File: src/hw/rtl/mavg_pkg.sv
// Package for the moving average block: field widths and default settings.
// No dependencies; imported by moving_average_warmup.
`default_nettype none

package mavg_pkg;

  // Width of one input sample, two's complement.
  localparam int SampleW = 32;
  // Width of the average result and its fraction bits.
  localparam int AvgW = 40;
  localparam int FracW = 8;
  // Default number of samples in the full window.
  localparam int DefaultWindow = 3;

endpackage

`default_nettype wire

File: src/hw/rtl/moving_average_warmup.sv
// Top level of the moving average block with warm-up.
// Depends on mavg_pkg for widths and the default window length.
`default_nettype none

// This block takes one signed 32-bit sample per request and returns the mean of
// the most recent samples as a signed value with 8 fraction bits, truncated
// toward zero, together with the number of samples that went into it. Until
// WINDOW samples have arrived the mean covers all samples seen so far; from then
// on it covers the last WINDOW samples. A sample is taken when in_valid_i is high
// and in_stall_o is low, and in_stall_o stays high while that sample is being
// worked on. The restoring divider makes one quotient bit per cycle of the sum
// (shifted up by the fraction bits) divided by the sample count. The oldest
// window entry is read at acceptance; the steps that follow subtract it from the
// running sum once the window is full (before that they count the new sample),
// add the new sample with the same shared adder, load the divider, divide, and
// restore the sign into the output register. The next request is accepted in
// the cycle after the result is loaded at the earliest, so a new sample is never
// taken before the last one is through. The result sits in an output register,
// so the next sample is accepted while a finished result still waits for
// out_stall_i to drop; if that result is still waiting when the next one is
// ready, the block holds in its final step until out_stall_i drops. The window
// store has no reset; only entries that were written are ever subtracted from
// the sum.
module moving_average_warmup
  import mavg_pkg::*;
#(
  parameter int WINDOW = DefaultWindow,
  localparam int CountW = $clog2(WINDOW + 1)
) (
  input  wire logic                      clk_i,
  input  wire logic                      rst_ni,
  input  wire logic                      in_valid_i,
  output logic                           in_stall_o,
  input  wire logic signed [SampleW-1:0] sample_i,
  output logic                           out_valid_o,
  input  wire logic                      out_stall_i,
  output logic signed [AvgW-1:0]         average_o,
  output logic [CountW-1:0]              samples_used_o
);

  // The sum needs enough headroom for WINDOW full-scale samples.
  localparam int SumW = SampleW + $clog2(WINDOW);
  // Dividend is the sum magnitude with the fraction bits appended.
  localparam int DvdW = SumW + FracW;
  localparam int BitW = $clog2(DvdW);
  localparam int SlotW = (WINDOW > 1) ? $clog2(WINDOW) : 1;
  localparam logic [CountW-1:0] WinCount = CountW'(WINDOW);
  localparam logic [SlotW-1:0] LastSlot = SlotW'(WINDOW - 1);
  localparam logic [BitW-1:0] LastBit = BitW'(DvdW - 1);

  // Sequencer states.
  localparam logic [2:0] StIdle = 3'd0;
  localparam logic [2:0] StSub  = 3'd1;
  localparam logic [2:0] StAdd  = 3'd2;
  localparam logic [2:0] StLoad = 3'd3;
  localparam logic [2:0] StDiv  = 3'd4;
  localparam logic [2:0] StFin  = 3'd5;

  logic [2:0] state_q, state_d;

  // Window store, written and read in clocked blocks.
  logic signed [SampleW-1:0] win_q [WINDOW];
  logic signed [SampleW-1:0] old_q;
  logic signed [SampleW-1:0] sample_q;

  logic [SlotW-1:0]        slot_q;
  logic [CountW-1:0]       count_q;
  logic signed [SumW-1:0]  sum_q;

  logic [DvdW-1:0]         dvd_q;
  logic [CountW-1:0]       rem_q;
  logic [BitW-1:0]         bit_q;
  logic                    neg_q;

  logic                    out_valid_q;
  logic signed [AvgW-1:0]  avg_q;
  logic [CountW-1:0]       used_q;

  logic                    in_take;
  logic                    out_free;
  logic                    win_full;

  // Shared adder for the running sum: subtracts the oldest sample in the
  // subtract step and adds the new sample in the add step.
  logic [SumW-1:0]         add_b;
  logic                    add_cin;
  logic [SumW-1:0]         add_sum;

  // One restoring division step.
  logic [CountW:0]         trial;
  logic                    trial_ge;
  logic [CountW:0]         trial_diff;

  logic [SumW-1:0]         sum_mag;
  logic [AvgW-1:0]         quot;

  assign in_stall_o = (state_q != StIdle);
  assign in_take    = in_valid_i && !in_stall_o;
  assign out_free   = !out_valid_q || !out_stall_i;
  assign win_full   = (count_q == WinCount);

  always_comb begin
    if (state_q == StSub) begin
      add_b   = ~SumW'(old_q);
      add_cin = 1'b1;
    end else begin
      add_b   = SumW'(sample_q);
      add_cin = 1'b0;
    end
    add_sum = SumW'(sum_q) + add_b + SumW'(add_cin);
  end

  always_comb begin
    trial      = {rem_q, dvd_q[DvdW-1]};
    trial_ge   = (trial >= {1'b0, count_q});
    trial_diff = trial - {1'b0, count_q};
  end

  assign sum_mag = sum_q[SumW-1] ? (~SumW'(sum_q) + SumW'(1)) : SumW'(sum_q);
  assign quot    = neg_q ? (~dvd_q[AvgW-1:0] + AvgW'(1)) : dvd_q[AvgW-1:0];

  always_comb begin
    state_d = state_q;
    case (state_q)
      StIdle: if (in_take) state_d = StSub;
      StSub:  state_d = StAdd;
      StAdd:  state_d = StLoad;
      StLoad: state_d = StDiv;
      StDiv:  if (bit_q == '0) state_d = StFin;
      StFin:  if (out_free) state_d = StIdle;
      default: state_d = StIdle;
    endcase
  end

  always_ff @(posedge clk_i or negedge rst_ni) begin
    if (!rst_ni) begin
      state_q     <= StIdle;
      slot_q      <= '0;
      count_q     <= '0;
      sum_q       <= '0;
      out_valid_q <= 1'b0;
    end else begin
      state_q <= state_d;
      case (state_q)
        StSub: begin
          if (win_full) begin
            sum_q <= add_sum;
          end else begin
            count_q <= count_q + CountW'(1);
          end
        end
        StAdd: begin
          sum_q  <= add_sum;
          slot_q <= (slot_q == LastSlot) ? '0 : slot_q + SlotW'(1);
        end
        default: begin
        end
      endcase
      if (state_q == StFin && out_free) begin
        out_valid_q <= 1'b1;
      end else if (!out_stall_i) begin
        out_valid_q <= 1'b0;
      end
    end
  end

  // Payload registers: store, captured sample, divider and result.
  always_ff @(posedge clk_i) begin
    if (in_take) begin
      sample_q <= sample_i;
      old_q    <= win_q[slot_q];
    end
    if (state_q == StAdd) begin
      win_q[slot_q] <= sample_q;
    end
    case (state_q)
      StLoad: begin
        dvd_q <= {sum_mag, FracW'(0)};
        rem_q <= '0;
        bit_q <= LastBit;
        neg_q <= sum_q[SumW-1];
      end
      StDiv: begin
        dvd_q <= {dvd_q[DvdW-2:0], trial_ge};
        rem_q <= trial_ge ? trial_diff[CountW-1:0] : trial[CountW-1:0];
        bit_q <= bit_q - BitW'(1);
      end
      StFin: begin
        if (out_free) begin
          avg_q  <= quot;
          used_q <= count_q;
        end
      end
      default: begin
      end
    endcase
  end

  assign out_valid_o    = out_valid_q;
  assign average_o      = avg_q;
  assign samples_used_o = used_q;

endmodule

`default_nettype wire
File: config.mk
export PLATFORM = sky130hd
export DESIGN_NAME = moving_average_warmup
export DESIGN_NICKNAME = d
export VERILOG_FILES = /design/src/hw/rtl/mavg_pkg.sv /design/src/hw/rtl/moving_average_warmup.sv
export SDC_FILE = /design/constraint.sdc
export NUM_CORES = 1
export LEC_CHECK = 0
export BUFFER_PORTS_ARGS = -buffer_cell sky130_fd_sc_hd__buf_2
export CORE_UTILIZATION = 51
export DETAILED_ROUTE_END_ITERATION = 6
export PLACE_DENSITY = 0.69
export SYNTH_ARGS = -nofsm -noshare
export SYNTH_HDL_FRONTEND = slang
export SYNTH_SLANG_ARGS = --single-unit
File: constraint.sdc
create_clock -name clk_i -period 4.7 [get_ports clk_i]
set_clock_uncertainty 0.15 [all_clocks]
set_input_delay 0.94 -clock clk_i [delete_from_list [all_inputs] [get_ports clk_i]]
set_output_delay 0.94 -clock clk_i [all_outputs]
set_load 0.02 [all_outputs]
==> PnR_summary.wiki <==
{| class="wikitable"
! Metric !! Value
|-
| CP top delay family || compound AO/OA/AOI/OAI gates
|-
| Via density per instance || 5.53
|-
| Final instance area || 0.0160 sq mm
|-
| Number of maximum-capacitance constraint violations || 0
|-
| Count of distinct cell types in the synthesized netlist || 61
|-
| Count of input and output buffers || 79
|-
| Slowest Stage Delay on Critical Path || 510 ps
|-
| Tot GR Track Use || 19.9%
|-
| Detailed-routing iteration count for the pre-antenna-repair pass || 5
|-
| Clock-pin slew reported for the worst setup and hold paths after clock tree synthesis || 60 ps
|-
| Post-Syn Nets || 1287
|-
| Fmax || 0.247 GHz
|-
| Synth warn || 0
|-
| Pwr Density || 326 mW/mm^2
|-
| Number of instances in the synthesized netlist || 1211
|-
| Cell area after technology mapping || 0.0142 sq mm
|-
| GR peak layer || met2
|-
| Cell-by-cell listing of the critical path || nor3b_2 -> inv_2 -> fa_1 -> inv_1 -> fa_1 -> a211oi_1 -> o21ai_0 -> o221a_2 -> o2111ai_1 -> a211oi_1 -> nor4_1 -> a311oi_1
|-
| Total of endpoints with negative setup slack in the final report || 0
|-
| Cell with the largest stage delay on the worst path || dfrtp_1
|-
| VDD IR-drop max || 0.000308 V
|-
| Worst path bufs/invs || 2
|-
| Max Root-Sink Buffers || 3
|-
| Launch instance of the worst register-to-register path || state_q[0]
|-
| Worst reg-to-reg setup slack || 650 ps
|-
| M3 GR Usage || 2.81%
|-
| Fraction of met2 tracks used by global routing || 32.0%
|-
| Hold Fails Final Rpt || 0
|-
| Number of cells on the worst reg-to-reg path || 12
|-
| NumNets Final || 1359
|-
| Iter 0 DRT Violations || 670
|-
| Vias in the first global route || 8669
|-
| Maximum net fanout on the critical path || 33
|-
| Capturing element type of the critical path || register
|-
| Worst-skew pair later-pin latency || 560 ps
|-
| Post-synth EDFFs || 253
|-
| Clock root buffer || clkbuf_16
|-
| Number of antenna diodes || 0
|-
| Wire length of the first global-routing pass || 45.3 mm
|-
| Leakage power total || 6.27 nW
|-
| Ys async rst share || 14.2%
|-
| Pins over their slew limit || 0
|-
| RSZ-0062 raised after global routing || no
|-
| Most common cell after layout, fill and taps aside || edfxtp_1
|-
| Min Tclk post-route || 4050 ps
|-
| Fraction of layout instances using a drive strength above 1 || 12.8%
|-
| Die outline width || 169 microns
|-
| Arrival time at the worst endpoint || 4360 ps
|-
| Nature of the critical path startpoint || register
|-
| Capture instance of the worst register-to-register path || sum_q[26]
|-
| Top flip-flop cell by instance count after synthesis || edfxtp_1
|-
| Slew headroom || 21.8%
|-
| Overall die area || 0.0285 sq mm
|-
| Fin Setup TNS || 0 ps
|-
| Post-detailed-route wirelength per cell || 16.7 microns
|-
| Share of the core filled with cells || 59.0%
|-
| Cell area reported after detailed placement || 0.0150 sq mm
|-
| Number of H-tree levels || 1
|-
| Ports placed on the boundary || 80
|-
| Floorplan die height || 169 microns
|-
| Met1 capacity usage during global routing || 28.5%
|-
| Outcome || finished clean
|-
| DRC viols || 0
|-
| Antenna violation net count after detailed routing || 0
|-
| GRT overflow || 0
|-
| Post-synthesis area per instance || 11.7 sq um
|-
| Area growth syn-to-layout || 12.8%
|-
| Final HPWL DP || 19.6 mm
|-
| Routability cong. || 0.919
|-
| Number of cell rows || 60
|-
| Period utilization || 86.3%
|-
| Worst EP required || 5010 ps
|-
| Number of antenna violations at the first check in global routing || 0
|-
| Worst slew pin tran || 1160 ps
|-
| Area inside the core boundary || 0.0272 sq mm
|-
| Final Routed Wirelength || 28.1 mm
|-
| Cts bufs inserted || 31
|-
| Worst Setup Slack post-DPL || 380 ps
|-
| Number of hold-repair buffers added at the cts stage || 0
|-
| Sequential area share after synthesis || 60.8%
|-
| CTS tree || done
|-
| Overall Power || 0.00523 W
|-
| Maximum number of pins on one net before global-route repair || 65
|-
| Synthesis-stage register bit count || 295
|-
| Setup slack after layout || 646 ps
|-
| Most frequent cells in the layout || edfxtp_1, nand2_1, o21ai_0
|-
| Critical Setup Path Class || reg -> reg
|-
| Number of clock sinks || 295
|-
| Count of vias placed by the detailed router || 9282
|-
| Kind of path behind the tightest hold check || in -> async
|-
| Initial Utilization || 52.3%
|}
## sequential cells by signal (all words and copies together) (netlist names), 2 cells and up
| name | count |
|---|---|
| average_o | 40 |
| slot_q | 2 |
| sum_q | 34 |
| count_q | 2 |
| samples_used_o | 2 |
| sample_q | 32 |
| bit_q | 6 |
| state_q | 3 |
| dvd_q | 42 |
| rem_q | 2 |
| win_q | 96 |
| old_q | 32 |
## worst register-to-register path: cells and delay by family, from the launching register on
kind | cells | cell delay, ps
flops | 1 | 510
buf+inv | 2 | 350
compound gates | 6 | 1810
fa+ha+maj | 2 | 710
simple gates | 2 | 440
## cell families (layout without fill, tap and decap cells)
| family | after synthesis | after routing | synth area share, % |
|---|---|---|---|
| xor gates and xnor gates | 94 | 94 | 5.79 |
| AOI/OAI and AO/OA | 323 | 323 | 13.8 |
| and+or+nand+nor | 353 | 353 | 11.7 |
| DFF | 295 | 295 | 60.8 |
| muxes | 34 | 34 | 2.39 |
| buffers and inverters | 72 | 167 | 1.90 |
| adders and majority gates | 40 | 40 | 3.63 |
## power by group
group	total (W)	internal (W)	leakage, nW	switching, W
Sequential	0.00281	0.00281	2.90	0.0000000000000000000261
Clock	0.00240	0.00142	0.487	0.000972
Combinational	0.0000225	0.0000106	2.88	0.0000119
## worst max-delay path by stage
| stage | from | endpoint | slack, ps | cells past startpoint |
|---|---|---|---|---|
| floorplan | state_q[0] | old_q[0] | 340 | 3 |
| global placement | state_q[0] | sum_q[31] | 440 | 13 |
| detailed placement | state_q[0] | sum_q[31] | 380 | 13 |
| CTS | state_q[0] | sum_q[31] | 350 | 13 |
| global route | state_q[0] | sum_q[31] | 160 | 13 |
| finish | state_q[0] | sum_q[26] | 650 | 12 |
## through the flow
stage | hold WS, ps | instances
finish | 155 | 1678
global route | 157 | 1678
CTS | 145 | 1678
detailed placement | 346 | 1622
global placement | 336 | 1622
floorplan | 273 | 1211
## metal layers
layer  up-vias  wire (microns)
met5         -               0
met4         0             653
met3        45            1190
met2       221           12700
met1      4356           13500
li1       4660               -
## synthesized netlist by cell type (all sizes together) (3+ instances only)
| cell | number | area [sq um] |
|---|---|---|
| edfxtp | 253 | 7600 |
| nand2 | 172 | 646 |
| o21ai | 153 | 781 |
| nor2 | 61 | 229 |
| a21oi | 57 | 285 |
| clkbuf | 52 | 195 |
| xnor2 | 52 | 455 |
| dfrtp | 42 | 1050 |
| xor2 | 42 | 368 |
| ha | 38 | 475 |
| mux2i | 34 | 340 |
| o31ai | 22 | 165 |
| or3 | 22 | 143 |
| nor3 | 20 | 100 |
| a21o | 18 | 135 |
| inv | 16 | 60.1 |
| and2 | 12 | 75.1 |
| o21a | 12 | 90.1 |
| nand4 | 11 | 75.1 |
| a211oi | 10 | 75.1 |
| nand2b | 9 | 56.3 |
| nand3 | 9 | 45.0 |
| nor4 | 8 | 65.1 |
| o41ai | 8 | 70.1 |
| or4 | 8 | 67.6 |
| o21bai | 7 | 52.6 |
| nor3b | 5 | 37.5 |
| a31oi | 4 | 25.0 |
| buf | 4 | 15.0 |
| o211ai | 4 | 30.0 |
| a2111oi | 3 | 26.3 |
| and4 | 3 | 26.3 |
| nor2b | 3 | 18.8 |
| o211a | 3 | 30.0 |
| o22ai | 3 | 18.8 |
| or2 | 3 | 18.8 |
## cell type report
class	count	area, sq um
clock buffer	36	795
clock inverter	20	210
fill	2260	11100
inverter	16	60.1
multi-input combinational	844	5340
sequential	295	8650
tap	372	465
timing repair buffer	95	515
## repair_timing
action	CTS	global route
setup buffers	0	0
setup endpoints to repair	0	2
resized for setup	0	2
Power figures use the tool's default switching activity.
